### config.mk
export PLATFORM = sky130hd
export DESIGN_NAME = falling_mass_plant_integrator_unit
export DESIGN_NICKNAME = d
export VERILOG_FILES = /design/src/fmpi_pkg.sv /design/src/fmpi_cfg.sv /design/src/fmpi_ctrl.sv /design/src/fmpi_dp.sv /design/src/falling_mass_plant_integrator_unit.sv
export SDC_FILE = /design/constraint.sdc
export NUM_CORES = 2
export LEC_CHECK = 0
export BUFFER_PORTS_ARGS = -buffer_cell sky130_fd_sc_hd__buf_4
export CORE_MARGIN = 8
export CORE_UTILIZATION = 35
export CTS_BUF_LIST = sky130_fd_sc_hd__clkbuf_4 sky130_fd_sc_hd__clkbuf_8
export DETAILED_ROUTE_END_ITERATION = 12
export PLACE_DENSITY = 0.55
export SETUP_SLACK_MARGIN = 0.2
export SYNTH_ARGS = -nofsm -noshare
export SYNTH_HDL_FRONTEND = slang
export SYNTH_SLANG_ARGS = --single-unit
### constraint.sdc
create_clock -name clk_i -period 28.1 [get_ports clk_i]
set_input_delay 0 -clock clk_i [delete_from_list [all_inputs] [get_ports clk_i]]
set_output_delay 0 -clock clk_i [all_outputs]
set_load 0.05 [all_outputs]
### src/fmpi_pkg.sv
`timescale 1ns / 1ps
// shared types, constants and register map of the falling mass plant integrator
package fmpi_pkg;

  localparam int WORD_WIDTH    = 32;
  localparam int FRAC_BITS_DEF = 16;

  localparam int FORCE_W    = 32;
  localparam int STEP_W     = 17;
  localparam int PCT_W      = 23;
  localparam int POS_W      = 31;
  localparam int VEL_W      = 32;
  localparam int CFG_IDX_W  = 3;
  localparam int CFG_DATA_W = 32;
  localparam int UREG_W     = 31;

  localparam logic [UREG_W-1:0]        RST_FORCE_LIMIT = 31'd655360;
  localparam logic signed [FORCE_W-1:0] RST_GRAVITY    = 32'sd642908;
  localparam logic [UREG_W-1:0]        RST_DRAG        = 31'd0;
  localparam logic [UREG_W-1:0]        RST_INV_MASS    = 31'd65536;
  localparam logic [UREG_W-1:0]        RST_POS_LIMIT   = 31'd655360;
  localparam logic [UREG_W-1:0]        RST_PCT_SCALE   = 31'd655360;
  localparam logic                     RST_USE_TRAP    = 1'b0;
  localparam logic                     RST_DRAG_EN     = 1'b1;

  typedef enum logic [CFG_IDX_W-1:0] {
    REG_FORCE_LIMIT,
    REG_GRAVITY,
    REG_DRAG,
    REG_INV_MASS,
    REG_POS_LIMIT,
    REG_PCT_SCALE,
    REG_USE_TRAP,
    REG_DRAG_EN
  } cfg_reg_e;

  typedef struct packed {
    logic [UREG_W-1:0]         force_limit;
    logic signed [FORCE_W-1:0] slope_load;
    logic [UREG_W-1:0]         drag_coefficient;
    logic [UREG_W-1:0]         inverse_mass;
    logic [UREG_W-1:0]         position_limit;
    logic [UREG_W-1:0]         percent_scale;
    logic                      use_trapezoid;
    logic                      drag_enable;
  } cfg_t;

  typedef enum logic [3:0] {
    S_IDLE,
    S_M_VV,
    S_F_VV,
    S_M_DRAG,
    S_F_NET,
    S_M_INV,
    S_F_INV,
    S_M_DT1,
    S_F_VEL,
    S_M_DT2,
    S_F_POS,
    S_M_PCT,
    S_DONE
  } state_e;

  typedef enum logic [2:0] {
    MUL_VV,
    MUL_DRAG,
    MUL_INV,
    MUL_DT1,
    MUL_DT2,
    MUL_PCT
  } mul_sel_e;

  typedef enum logic [2:0] {
    FOLD_NONE,
    FOLD_M,
    FOLD_NET,
    FOLD_VEL,
    FOLD_POS
  } fold_e;

  typedef struct packed {
    logic     load;
    logic     mul_en;
    mul_sel_e mul_sel;
    fold_e    fold;
    logic     commit;
  } cmd_t;

endpackage

### src/fmpi_cfg.sv
`timescale 1ns / 1ps
// configuration register file of the plant integrator
module fmpi_cfg (
  input  logic                               clk_i,
  input  logic                               rst_ni,
  input  logic                               cfg_we_i,
  input  logic [fmpi_pkg::CFG_IDX_W-1:0]     cfg_idx_i,
  input  logic [fmpi_pkg::CFG_DATA_W-1:0]    cfg_data_i,
  output fmpi_pkg::cfg_t                     cfg_o
);
  import fmpi_pkg::*;

  cfg_t cfg_q, cfg_d;

  always_comb begin
    cfg_d = cfg_q;
    if (cfg_we_i) begin
      case (cfg_reg_e'(cfg_idx_i))
        REG_FORCE_LIMIT: cfg_d.force_limit      = cfg_data_i[UREG_W-1:0];
        REG_GRAVITY:     cfg_d.slope_load       = cfg_data_i[FORCE_W-1:0];
        REG_DRAG:        cfg_d.drag_coefficient = cfg_data_i[UREG_W-1:0];
        REG_INV_MASS:    cfg_d.inverse_mass     = cfg_data_i[UREG_W-1:0];
        REG_POS_LIMIT:   cfg_d.position_limit   = cfg_data_i[UREG_W-1:0];
        REG_PCT_SCALE:   cfg_d.percent_scale    = cfg_data_i[UREG_W-1:0];
        REG_USE_TRAP:    cfg_d.use_trapezoid    = cfg_data_i[0];
        REG_DRAG_EN:     cfg_d.drag_enable      = cfg_data_i[0];
        default:         cfg_d = cfg_q;
      endcase
    end
  end

  always_ff @(posedge clk_i or negedge rst_ni) begin
    if (!rst_ni) begin
      cfg_q.force_limit      <= RST_FORCE_LIMIT;
      cfg_q.slope_load       <= RST_GRAVITY;
      cfg_q.drag_coefficient <= RST_DRAG;
      cfg_q.inverse_mass     <= RST_INV_MASS;
      cfg_q.position_limit   <= RST_POS_LIMIT;
      cfg_q.percent_scale    <= RST_PCT_SCALE;
      cfg_q.use_trapezoid    <= RST_USE_TRAP;
      cfg_q.drag_enable      <= RST_DRAG_EN;
    end else begin
      cfg_q <= cfg_d;
    end
  end

  assign cfg_o = cfg_q;

endmodule

### src/fmpi_ctrl.sv
`timescale 1ns / 1ps
// sequencer that walks one item through the shared multiplier and owns the handshakes
module fmpi_ctrl (
  input  logic           clk_i,
  input  logic           rst_ni,
  input  logic           in_valid_i,
  output logic           in_stall_o,
  output logic           out_valid_o,
  input  logic           out_stall_i,
  output fmpi_pkg::cmd_t cmd_o
);
  import fmpi_pkg::*;

  state_e state_q, state_d;
  logic   out_valid_q, out_valid_d;
  logic   out_free;

  assign out_free = !(out_valid_q && out_stall_i);

  always_comb begin
    state_d     = state_q;
    out_valid_d = out_valid_q && out_stall_i;
    cmd_o       = '{load: 1'b0, mul_en: 1'b0, mul_sel: MUL_VV, fold: FOLD_NONE,
                    commit: 1'b0};
    case (state_q)
      S_IDLE: begin
        if (in_valid_i) begin
          cmd_o.load = 1'b1;
          state_d    = S_M_VV;
        end
      end
      S_M_VV: begin
        cmd_o.mul_en  = 1'b1;
        cmd_o.mul_sel = MUL_VV;
        state_d       = S_F_VV;
      end
      S_F_VV: begin
        cmd_o.fold = FOLD_M;
        state_d    = S_M_DRAG;
      end
      S_M_DRAG: begin
        cmd_o.mul_en  = 1'b1;
        cmd_o.mul_sel = MUL_DRAG;
        state_d       = S_F_NET;
      end
      S_F_NET: begin
        cmd_o.fold = FOLD_NET;
        state_d    = S_M_INV;
      end
      S_M_INV: begin
        cmd_o.mul_en  = 1'b1;
        cmd_o.mul_sel = MUL_INV;
        state_d       = S_F_INV;
      end
      S_F_INV: begin
        cmd_o.fold = FOLD_M;
        state_d    = S_M_DT1;
      end
      S_M_DT1: begin
        cmd_o.mul_en  = 1'b1;
        cmd_o.mul_sel = MUL_DT1;
        state_d       = S_F_VEL;
      end
      S_F_VEL: begin
        cmd_o.fold = FOLD_VEL;
        state_d    = S_M_DT2;
      end
      S_M_DT2: begin
        cmd_o.mul_en  = 1'b1;
        cmd_o.mul_sel = MUL_DT2;
        state_d       = S_F_POS;
      end
      S_F_POS: begin
        cmd_o.fold = FOLD_POS;
        state_d    = S_M_PCT;
      end
      S_M_PCT: begin
        cmd_o.mul_en  = 1'b1;
        cmd_o.mul_sel = MUL_PCT;
        state_d       = S_DONE;
      end
      S_DONE: begin
        // hold here until the output register is free to take the result
        if (out_free) begin
          cmd_o.commit = 1'b1;
          out_valid_d  = 1'b1;
          state_d      = S_IDLE;
        end
      end
      default: state_d = S_IDLE;
    endcase
  end

  always_ff @(posedge clk_i or negedge rst_ni) begin
    if (!rst_ni) begin
      state_q     <= S_IDLE;
      out_valid_q <= 1'b0;
    end else begin
      state_q     <= state_d;
      out_valid_q <= out_valid_d;
    end
  end

  assign in_stall_o  = (state_q != S_IDLE);
  assign out_valid_o = out_valid_q;

endmodule

### src/fmpi_dp.sv
`timescale 1ns / 1ps
// datapath: shared fixed point multiplier, saturating adders and plant state
module fmpi_dp #(
  parameter int FRAC_BITS = fmpi_pkg::FRAC_BITS_DEF
) (
  input  logic                               clk_i,
  input  logic                               rst_ni,
  input  fmpi_pkg::cmd_t                     cmd_i,
  input  fmpi_pkg::cfg_t                     cfg_i,
  input  logic signed [fmpi_pkg::FORCE_W-1:0] force_command_i,
  input  logic [fmpi_pkg::STEP_W-1:0]        step_time_i,
  output logic [fmpi_pkg::PCT_W-1:0]         position_percent_o,
  output logic [fmpi_pkg::POS_W-1:0]         position_now_o,
  output logic signed [fmpi_pkg::VEL_W-1:0]  velocity_now_o
);
  import fmpi_pkg::*;

  localparam int W  = WORD_WIDTH;
  localparam int PW = 2 * W;
  localparam int RW = PW - FRAC_BITS;

  localparam logic signed [W-1:0] WMAX = {1'b0, {(W-1){1'b1}}};
  localparam logic signed [W-1:0] WMIN = {1'b1, {(W-1){1'b0}}};
  localparam logic [W-1:0]        PCT_MAX = {{(W-PCT_W){1'b0}}, {PCT_W{1'b1}}};

  function automatic logic [W-1:0] mag(input logic signed [W-1:0] x);
    mag = x[W-1] ? (~x + 1'b1) : x;
  endfunction

  function automatic logic signed [W-1:0] sat(input logic signed [W+1:0] x);
    if (x > $signed({{2{WMAX[W-1]}}, WMAX})) begin
      sat = WMAX;
    end else if (x < $signed({{2{WMIN[W-1]}}, WMIN})) begin
      sat = WMIN;
    end else begin
      sat = x[W-1:0];
    end
  endfunction

  // floor of the mean of two words
  function automatic logic signed [W-1:0] half(input logic signed [W-1:0] a,
                                               input logic signed [W-1:0] b);
    logic signed [W:0] s;
    s    = {a[W-1], a} + {b[W-1], b};
    half = s[W:1];
  endfunction

  function automatic logic signed [W+1:0] ext(input logic signed [W-1:0] x);
    ext = {{2{x[W-1]}}, x};
  endfunction

  // plant state
  logic signed [W-1:0] vel_q, posr_q, last_q;
  // per-item working registers
  logic signed [W-1:0] f_q, m_q, net_q, drive_q, vnew_q, vdrive_q, pos_q;
  logic [STEP_W-1:0]   dt_q;
  logic [PW-1:0]       prod_q, prod_d;
  logic                neg_q, neg_d;
  // result register
  logic [PCT_W-1:0]    pct_out_q;
  logic [POS_W-1:0]    pos_out_q;
  logic signed [W-1:0] vel_out_q;

  // input force clamp
  logic signed [W:0] f_in, f_lim, f_nlim, f_clamped;
  always_comb begin
    f_in   = {force_command_i[FORCE_W-1], force_command_i};
    f_lim  = $signed({{(W+1-UREG_W){1'b0}}, cfg_i.force_limit});
    f_nlim = -f_lim;
    if (f_in > f_lim) begin
      f_clamped = f_lim;
    end else if (f_in < f_nlim) begin
      f_clamped = f_nlim;
    end else begin
      f_clamped = f_in;
    end
  end

  // multiplier operand select, magnitudes with the sign carried apart
  logic [W-1:0] amag, bmag;
  always_comb begin
    amag  = '0;
    bmag  = '0;
    neg_d = 1'b0;
    case (cmd_i.mul_sel)
      MUL_VV: begin
        amag = mag(vel_q);
        bmag = mag(vel_q);
      end
      MUL_DRAG: begin
        amag  = mag(m_q);
        bmag  = {{(W-UREG_W){1'b0}}, cfg_i.drag_coefficient};
        neg_d = m_q[W-1];
      end
      MUL_INV: begin
        amag  = mag(drive_q);
        bmag  = {{(W-UREG_W){1'b0}}, cfg_i.inverse_mass};
        neg_d = drive_q[W-1];
      end
      MUL_DT1: begin
        amag  = mag(m_q);
        bmag  = {{(W-STEP_W){1'b0}}, dt_q};
        neg_d = m_q[W-1];
      end
      MUL_DT2: begin
        amag  = mag(vdrive_q);
        bmag  = {{(W-STEP_W){1'b0}}, dt_q};
        neg_d = vdrive_q[W-1];
      end
      MUL_PCT: begin
        amag  = mag(pos_q);
        bmag  = {{(W-UREG_W){1'b0}}, cfg_i.percent_scale};
        neg_d = pos_q[W-1];
      end
      default: begin
        amag  = '0;
        bmag  = '0;
        neg_d = 1'b0;
      end
    endcase
    prod_d = PW'(amag) * PW'(bmag);
  end

  // scale the registered product back, saturate, reapply the sign
  logic [RW-1:0]       prod_sh;
  logic [W-1:0]        mlim, mclip;
  logic signed [W-1:0] mres;
  always_comb begin
    prod_sh = prod_q[PW-1:FRAC_BITS];
    mlim    = WMAX + {{(W-1){1'b0}}, neg_q};
    mclip   = (prod_sh > RW'(mlim)) ? mlim : prod_sh[W-1:0];
    mres    = neg_q ? -$signed(mclip) : $signed(mclip);
  end

  // fold results
  logic signed [W-1:0] drag_term, net_c, vnew_c, pos_sum, pos_c, plim;
  logic [W-1:0]        pct_c;
  always_comb begin
    drag_term = cfg_i.drag_enable ? mres : '0;
    net_c     = sat(ext(f_q) - ext(cfg_i.slope_load) - ext(drag_term));
    vnew_c    = sat(ext(vel_q) + ext(mres));
    pos_sum   = sat(ext(posr_q) + ext(mres));
    plim      = $signed({{(W-UREG_W){1'b0}}, cfg_i.position_limit});
    if (pos_sum > plim) begin
      pos_c = plim;
    end else if (pos_sum < 0) begin
      pos_c = '0;
    end else begin
      pos_c = pos_sum;
    end
    if (mres < 0) begin
      pct_c = '0;
    end else if ($unsigned(mres) > PCT_MAX) begin
      pct_c = PCT_MAX;
    end else begin
      pct_c = $unsigned(mres);
    end
  end

  always_ff @(posedge clk_i) begin
    if (cmd_i.load) begin
      f_q  <= f_clamped[W-1:0];
      dt_q <= step_time_i;
    end
    if (cmd_i.mul_en) begin
      prod_q <= prod_d;
      neg_q  <= neg_d;
    end
    case (cmd_i.fold)
      FOLD_M: m_q <= mres;
      FOLD_NET: begin
        net_q   <= net_c;
        drive_q <= cfg_i.use_trapezoid ? half(last_q, net_c) : net_c;
      end
      FOLD_VEL: begin
        vnew_q   <= vnew_c;
        vdrive_q <= cfg_i.use_trapezoid ? half(vel_q, vnew_c) : vnew_c;
      end
      FOLD_POS: pos_q <= pos_c;
      default: ;
    endcase
    if (cmd_i.commit) begin
      pct_out_q <= pct_c[PCT_W-1:0];
      pos_out_q <= pos_q[POS_W-1:0];
      vel_out_q <= vnew_q;
    end
  end

  always_ff @(posedge clk_i or negedge rst_ni) begin
    if (!rst_ni) begin
      vel_q  <= '0;
      posr_q <= '0;
      last_q <= '0;
    end else if (cmd_i.commit) begin
      vel_q  <= vnew_q;
      posr_q <= pos_q;
      if (cfg_i.use_trapezoid) begin
        last_q <= net_q;
      end
    end
  end

  assign position_percent_o = pct_out_q;
  assign position_now_o     = pos_out_q;
  assign velocity_now_o     = vel_out_q[VEL_W-1:0];

endmodule

### src/falling_mass_plant_integrator_unit.sv
`timescale 1ns / 1ps
// the result register loads in S_DONE once the output register is free
// items are taken one at a time, as six dependent products share the single
// multiplier, each a multiply step, all but the last followed by a fold step
// a finished result waits in the output register while the next item is taken
// reset clears velocity, position and last net force to zero, config to defaults
module falling_mass_plant_integrator_unit #(
  parameter int FRAC_BITS = fmpi_pkg::FRAC_BITS_DEF
) (
  input  logic                                clk_i,
  input  logic                                rst_ni,
  input  logic                                in_valid_i,
  output logic                                in_stall_o,
  input  logic signed [fmpi_pkg::FORCE_W-1:0] force_command_i,
  input  logic [fmpi_pkg::STEP_W-1:0]         step_time_i,
  output logic                                out_valid_o,
  input  logic                                out_stall_i,
  output logic [fmpi_pkg::PCT_W-1:0]          position_percent_o,
  output logic [fmpi_pkg::POS_W-1:0]          position_now_o,
  output logic signed [fmpi_pkg::VEL_W-1:0]   velocity_now_o,
  input  logic                                cfg_we_i,
  input  logic [fmpi_pkg::CFG_IDX_W-1:0]      cfg_idx_i,
  input  logic [fmpi_pkg::CFG_DATA_W-1:0]     cfg_data_i
);
  import fmpi_pkg::*;

  cfg_t cfg;
  cmd_t cmd;

  fmpi_cfg u_cfg (
    .clk_i      (clk_i),
    .rst_ni     (rst_ni),
    .cfg_we_i   (cfg_we_i),
    .cfg_idx_i  (cfg_idx_i),
    .cfg_data_i (cfg_data_i),
    .cfg_o      (cfg)
  );

  fmpi_ctrl u_ctrl (
    .clk_i       (clk_i),
    .rst_ni      (rst_ni),
    .in_valid_i  (in_valid_i),
    .in_stall_o  (in_stall_o),
    .out_valid_o (out_valid_o),
    .out_stall_i (out_stall_i),
    .cmd_o       (cmd)
  );

  fmpi_dp #(
    .FRAC_BITS (FRAC_BITS)
  ) u_dp (
    .clk_i              (clk_i),
    .rst_ni             (rst_ni),
    .cmd_i              (cmd),
    .cfg_i              (cfg),
    .force_command_i    (force_command_i),
    .step_time_i        (step_time_i),
    .position_percent_o (position_percent_o),
    .position_now_o     (position_now_o),
    .velocity_now_o     (velocity_now_o)
  );

endmodule

==> Word-level counts from Yosys, hierarchy flattened <==
Cells that the tools add are included.
{ "classes": {"addsub": 14, "multipliers": 1, "div_mod_pow": 0, "order_cmp": 13, "n_eq_ne": 30, "shift": 0, "mux": 34, "n_bitwise": 5, "reduce_logical": 19} }
{ "ops": {"columns": ["operator", "count"], "rows": [
  ["32-bit two-way mux", 17],
  ["32-bit case mux with 5 select lines", 2],
  ["32-bit by 1-bit adder with 32-bit output (second input constant)", 5],
  ["32-bit inverter", 5],
  ["32-bit by 32-bit adder with 33-bit output", 4],
  ["34-bit by 32-bit greater-than comparator with 1-bit output (second input constant)", 3],
  ["34-bit by 32-bit < comparator with 1-bit output (second input constant)", 3],
  ["31-bit two-way mux", 3],
  ["32-bit greater-than comparator", 2],
  ["32-bit by 1-bit < comparator with 1-bit output (second input constant)", 2],
  ["32-bit by 32-bit multiplier with 64-bit output", 1],
  ["4-bit case mux with 13 select lines", 1],
  ["48-bit by 32-bit greater-than comparator with 1-bit output", 1],
  ["33-bit by 32-bit subtractor with 34-bit output", 1],
  ["32-bit by 33-bit < comparator with 1-bit output", 1],
  ["31-bit negator with 33-bit output", 1],
  ["32-bit by 32-bit subtractor with 33-bit output", 1],
  ["31-bit by 1-bit adder with 32-bit output (first input constant)", 1],
  ["32-bit by 23-bit greater-than comparator with 1-bit output (second input constant)", 1],
  ["32-bit negator", 1],
  ["4-bit case mux with 6 select lines", 1],
  ["23-bit two-way mux", 1],
  ["3-bit equality test (second input constant)", 7],
  ["4-bit equality test (second input constant)", 5],
  ["16 further kinds", 46]
]} }
{ "word_totals": {"ff_bits": 682, "latchBits": 0, "ramBits": 0, "rom_bits": 0, "memories": 0} }

==> Depth between registers and ports, before layout <==
{ "depth": {"ltp_word": 12, "ltp_mapped": 58} }

==> Cells and area by module <==
A second synthesis with hierarchy kept.
{ "unflattened": {"cells_unflattened": 7740, "hier_area_um2": 75054.5} }
{ "modules_own_cells": {"columns": ["mod", "instances", "cells_per_inst", "area_per_inst_um2"], "rows": [
  ["fmpi_dp", 1, 7296, 67588.6],
  ["fmpi_cfg", 1, 405, 7121.8],
  ["fmpi_ctrl", 1, 39, 344.1]
]} }

==> Worst setup path after synthesis <==
Ideal clock, no wire load.
{ "synth_path": {"kind": "register to register", "from": "reg u_ctrl.state_q[0]", "to": "reg u_dp.prod_q[63] (data pin)", "setup_time_ps": 260, "t_arrival_ps": 13044, "t_required_ps": 27840, "path_slack_ps": 14796, "path_stages_with_launch": 39, "path_buffers": 5, "synth_period_minus_slack_ps": 13304, "path_cell_list": "dfrtp_1 buf_2 a21boi_0 and2_1 clkbuf_1 buf_1 buf_1 nor2_1 a21oi_1 o211ai_1 clkbuf_1 nand2_1 fa_1 inv_1 fa_1 fa_1 fa_1 inv_1 [3 not listed] fa_1 fa_1 ha_1 a21o_1 a21o_1 a21o_1 a21o_1 a21oi_1 o22ai_1 o21ai_0 a21oi_1 a21oi_1 o31ai_1 o21a_1 o21a_1 nor4_1 nor3_1 xnor2_1"} }
{ "synth_via": {"elab_chain_len": 6, "elab_cells_between_ends": 18, "classes_between": "1 x mul; 11 x eq/ne; 3 x mux; 3 x reduce/logical"} }
{ "synth_rtl": {"columns": ["element", "line", "source"], "rows": [
  ["start: declaration", "fmpi_ctrl.sv:14", "state_e state_q, state_d;"],
  ["start signal: assignment", "fmpi_ctrl.sv:99", "state_q <= state_d;"],
  ["4-bit equality test, or another cell as far along", "fmpi_ctrl.sv:25", "case (state_q)"],
  ["4-bit case mux with 6 select lines (*)", "fmpi_ctrl.sv:25", null],
  ["3-bit by 1-bit equality test with 1-bit output, or another cell as far along", "fmpi_dp.sv:85", "case (cmd_i.mul_sel)"],
  ["2-bit OR reduction (no line)", null, null],
  ["32-bit case mux with 5 select lines", "fmpi_dp.sv:85", null],
  ["32-bit by 32-bit multiplier with 64-bit output (*)", "fmpi_dp.sv:121", "prod_d = PW'(amag) * PW'(bmag);"],
  ["net u_dp.prod_d[63]", "fmpi_dp.sv:57", "logic [PW-1:0] prod_q, prod_d;"],
  ["end signal: assignment", "fmpi_dp.sv:166", "prod_q <= prod_d;"],
  ["end: declaration", "fmpi_dp.sv:57", null]
]} }
The timed path passes the listed nets; every way through them passes the cells marked *.
A chain may end at the register's enable or synchronous reset.

==> Worst setup path after layout <==
{ "layout_path": {"from": "reg u_dp.neg_q", "to": "reg u_dp.pos_q[9] (data pin)"} }
{ "layout_via": {"elab_chain_len": 12, "elab_cells_between_ends": 14, "classes_between": "3 x add/sub; 5 x order compare; 6 x mux"} }
{ "layout_rtl": {"columns": ["element", "line", "source"], "rows": [
  ["start: declaration", "fmpi_dp.sv:58", "logic neg_q, neg_d;"],
  ["start signal: assignment", "fmpi_dp.sv:167", "neg_q <= neg_d;"],
  ["31-bit by 1-bit adder with 32-bit output (*)", "fmpi_dp.sv:130", "mlim = WMAX + {{(W-1){1'b0}}, neg_q};"],
  ["48-bit by 32-bit greater-than comparator with 1-bit output", "fmpi_dp.sv:131", "mclip = (prod_sh > RW'(mlim)) ? mlim : prod_sh[W-1:0];"],
  ["32-bit two-way mux (*)", "fmpi_dp.sv:131", null],
  ["net u_dp.mclip[0]", "fmpi_dp.sv:126", "logic [W-1:0] mlim, mclip;"],
  ["32-bit negator (*)", "fmpi_dp.sv:132", "mres = neg_q ? -$signed(mclip) : $signed(mclip);"],
  ["32-bit two-way mux (*)", "fmpi_dp.sv:132", null],
  ["net u_dp.mres[2]", "fmpi_dp.sv:127", "logic signed [W-1:0] mres;"],
  ["32-bit by 32-bit adder with 33-bit output (*)", "fmpi_dp.sv:142", "pos_sum = sat(ext(posr_q) + ext(mres));"],
  ["34-bit by 32-bit < comparator with 1-bit output", "fmpi_dp.sv:33", "end else if (x < $signed({{2{WMIN[W-1]}}, WMIN})) begin"],
  ["32-bit two-way mux", "fmpi_dp.sv:33", null],
  ["32-bit two-way mux (*)", "fmpi_dp.sv:31", "if (x > $signed({{2{WMAX[W-1]}}, WMAX})) begin"],
  ["32-bit by 1-bit < comparator with 1-bit output", "fmpi_dp.sv:146", "end else if (pos_sum < 0) begin"],
  ["31-bit two-way mux", "fmpi_dp.sv:146", null],
  ["31-bit two-way mux (*)", "fmpi_dp.sv:144", "if (pos_sum > plim) begin"],
  ["net u_dp.pos_c[9]", "fmpi_dp.sv:136", "logic signed [W-1:0] drag_term, net_c, vnew_c, pos_sum, pos_c, plim;"],
  ["end signal: assignment", "fmpi_dp.sv:179", "FOLD_POS: pos_q <= pos_c;"],
  ["end: declaration", "fmpi_dp.sv:55", "logic signed [W-1:0] f_q, m_q, net_q, drive_q, vnew_q, vdrive_q, pos_q;"]
]} }
Marks and branches as above.

==> results_dict.tcl <==
set metrics [dict create \
    route.detailed.drc 0 \
    min_path_type "input port to flip-flop" \
    cts_made_buffers 111 \
    drt-total-wl_um 259000 \
    ys_seq_area_frac 0.250 \
    cts-root-buf "clkbuf_8" \
    synth_area_um2 74100 \
    postRouteAntennaNets 0 \
    ctsHoldBuffers 158 \
    setup_ws_ps 14380 \
    r2r-start "u_dp.neg_q$_DFFE_PN_" \
    drive_above_1_share 0.0951 \
    r2r_end "u_dp.pos_q[9]$_DFFE_PN_" \
    dpl.hpwl_um 193000 \
    vias 59500 \
    worstHoldStart "cfg_data_i[30]" \
    timing.fmax_ghz 0.0729 \
    yosysWarnings 0 \
    path_clk_slew_ps 60 \
    syn_to_final_growth_pct 12.0 \
    crit_path_top_delay_cell "a31o_2" \
    path_class "flip-flop to flip-flop" \
    synthArstFlopShare 0.435 \
    initial_utilization 0.351 \
    num_rows 169 \
    die_w_um 476 \
    slew_violations 1 \
    place.port_buffers 176 \
    final_cell_area_um2 83000 \
    holdPathStages 3 \
    synthSimpleGateAreaFrac 0.142 \
    grt_start_max_net_pins 100 \
    clock-sinks 666 \
    synthMuxAreaShare 0.0253 \
    crit_required_ps 28780 \
    grt_pass1_wl_um 390000 \
    cpMostUsedCell "a21o_1" \
    synth_edf_count 376 \
    gp_congestion 0.962 \
    mostFrequentLayoutCells "1,360 x nand2_1, 1,173 x inv_1, 931 x fa_1" \
    hold_viol_final 0 \
    critPathCaptureType "flip-flop" \
    synth_cell_types 91 \
    path_delay_family "compound AO/OA/AOI/OAI gates" \
    firstDrtPassIters 8 \
    grt_antenna_before_repair 10 \
    synth_compound_area_frac 0.116 \
    avgViaCountPerCell 5.35 \
    syn_area_per_cell_um2 9.30 \
    synth.largest_area_cell "fa_1" \
    place_area_um2 79000 \
    synth_ff_type "edfxtp_1" \
    synth-seq-cells 666 \
    synth_cells 7976 \
    violations "max-slew violations" \
    finalClockSkew_ps 117 \
    rsz0062_at_grt "false" \
    layout_min_cycle_time_ps 13720 \
    preCtsSetupSlack_ps 14670 \
    synth.area.top_cells "fa_1 25%, edfxtp_1 15%, ha_1 9.3%" \
    cp.depth 53 \
    reg2reg_depth 53 \
    cts_tree "built" \
    max_stage_delay_ps 880 \
    final_core_utilization 0.393 \
    tns_ps 0 \
    cts_setup_buffers 0 \
    drt-wirelength-per-cell_um 23.3 \
    cts_buffer_depth 3 \
    fillerInstances 21100 \
    min_to "u_cfg.cfg_o[32]$_DFFE_PN0P_" \
    cp.arrival_ps 14410 \
    first_global_vias 61700 \
    cp_num_buf_inv 8 \
    track_usage 0.223 \
    final_common_cell "nand2_1" \
    fin_nets 9785 \
    clk_latency_ps 910 \
    cts_resized 0 \
    worstSetupStartpoint "u_dp.neg_q$_DFFE_PN_" \
    synth_top_area_frac 0.251 \
    fp.dieArea_um2 227000 \
    r2r_slack_ps 14380 \
    synth-xor-area-share 0.0412 \
    tightest_slew_ps 1520 \
    max_slew_margin -0.0154 \
    first_iter_violations 4771 \
    ios 177 \
    dieHeight_um 476 \
    worstPathMaxFanout 62 \
    fin_crit_sh 0.488 \
    grt_overflow_total 0 \
    cp-start-kind "flip-flop" \
    synth_top_family_by_area "adder cells" \
    outcome "finished with violations" \
    synth_fa_ha_area_frac 0.345 \
    maxCapViolCount 0 \
    htreeDepth 3 \
    core_um2 211000 \
    finalSetupViolCount 0 \
    largest_register_ffs 189 \
]
==> routing by layer <==
metal,part of all wire,track usage,routed length [um]
met1,0.43,0.302,111000
met3,0.070,0.0364,18100
met2,0.45,0.359,118000
met5,0.00018,0,47
met4,0.045,0.0877,11800
==> worst register-to-register path, delay by kind of cell, from the launching register on <==
family / cells / cell delay, ps
buf+inv: 8 / 2570
simple gates: 10 / 2270
xor+xnor: 1 / 150
fa+ha+maj: 4 / 1450
flops: 1 / 320
compound gates: 30 / 6760
==> cells in the mapped netlist (56+ instances only) <==
library cell  number
nand2_1         1363
inv_1           1173
fa_1             931
ha_1             554
o21ai_0          389
edfxtp_1         376
nor2_1           366
a21oi_1          360
clkbuf_1         316
dfrtp_1          270
xnor2_1          181
xor2_1           168
a21o_1           154
mux2_2           147
nor3_1            95
nor2b_1           89
and2_1            84
nand3_1           63
nand2b_1          59
o31ai_1           58
or3_1             56
==> layout make-up <==
cell class	instances	area [um2]	area share
tap	2821	3530	0.0425
clock buffer	158	1920	0.0232
sequential	666	18600	0.224
multi-input combinational	5778	50000	0.603
antenna	7	17.5	0.000211
inverter	1176	4420	0.0532
timing repair buffer	478	4010	0.0483
clock inverter	52	519	0.00625
==> metrics by stage <==
step                instances  hold slack [ps]
finish                  11100             70.5
CTS                     11100            0.351
detailed placement      10800              124
floorplan                7990             -296
global route            11100             24.8
global placement        10800              120
==> logic make-up after synthesis <==
logic type,after synthesis
XOR/XNOR,349
flip-flops,666
buffers and inverters,1546
multiplexers,169
adder cells (fa/ha/maj),1488
AO/OA/AOI/OAI,1370
AND/OR/NAND/NOR,2386
other,2
==> worst max-delay path by stage <==
stage | slack [ps] | endpoint
finish | 14380 | u_dp.pos_q[9]$_DFFE_PN_
detailed placement | 14670 | u_dp.pos_q[9]$_DFFE_PN_
global placement | 14820 | u_dp.pos_q[8]$_DFFE_PN_
floorplan | 14800 | u_dp.prod_q[63]$_DFFE_PN_
CTS | 14570 | u_dp.pos_q[9]$_DFFE_PN_
global route | 13150 | u_dp.vdrive_q[31]$_DFFE_PN_
Power is left out: the tool's default activity adds up to more than one toggle a clock period on the data nets, which glitch-free logic cannot reach.
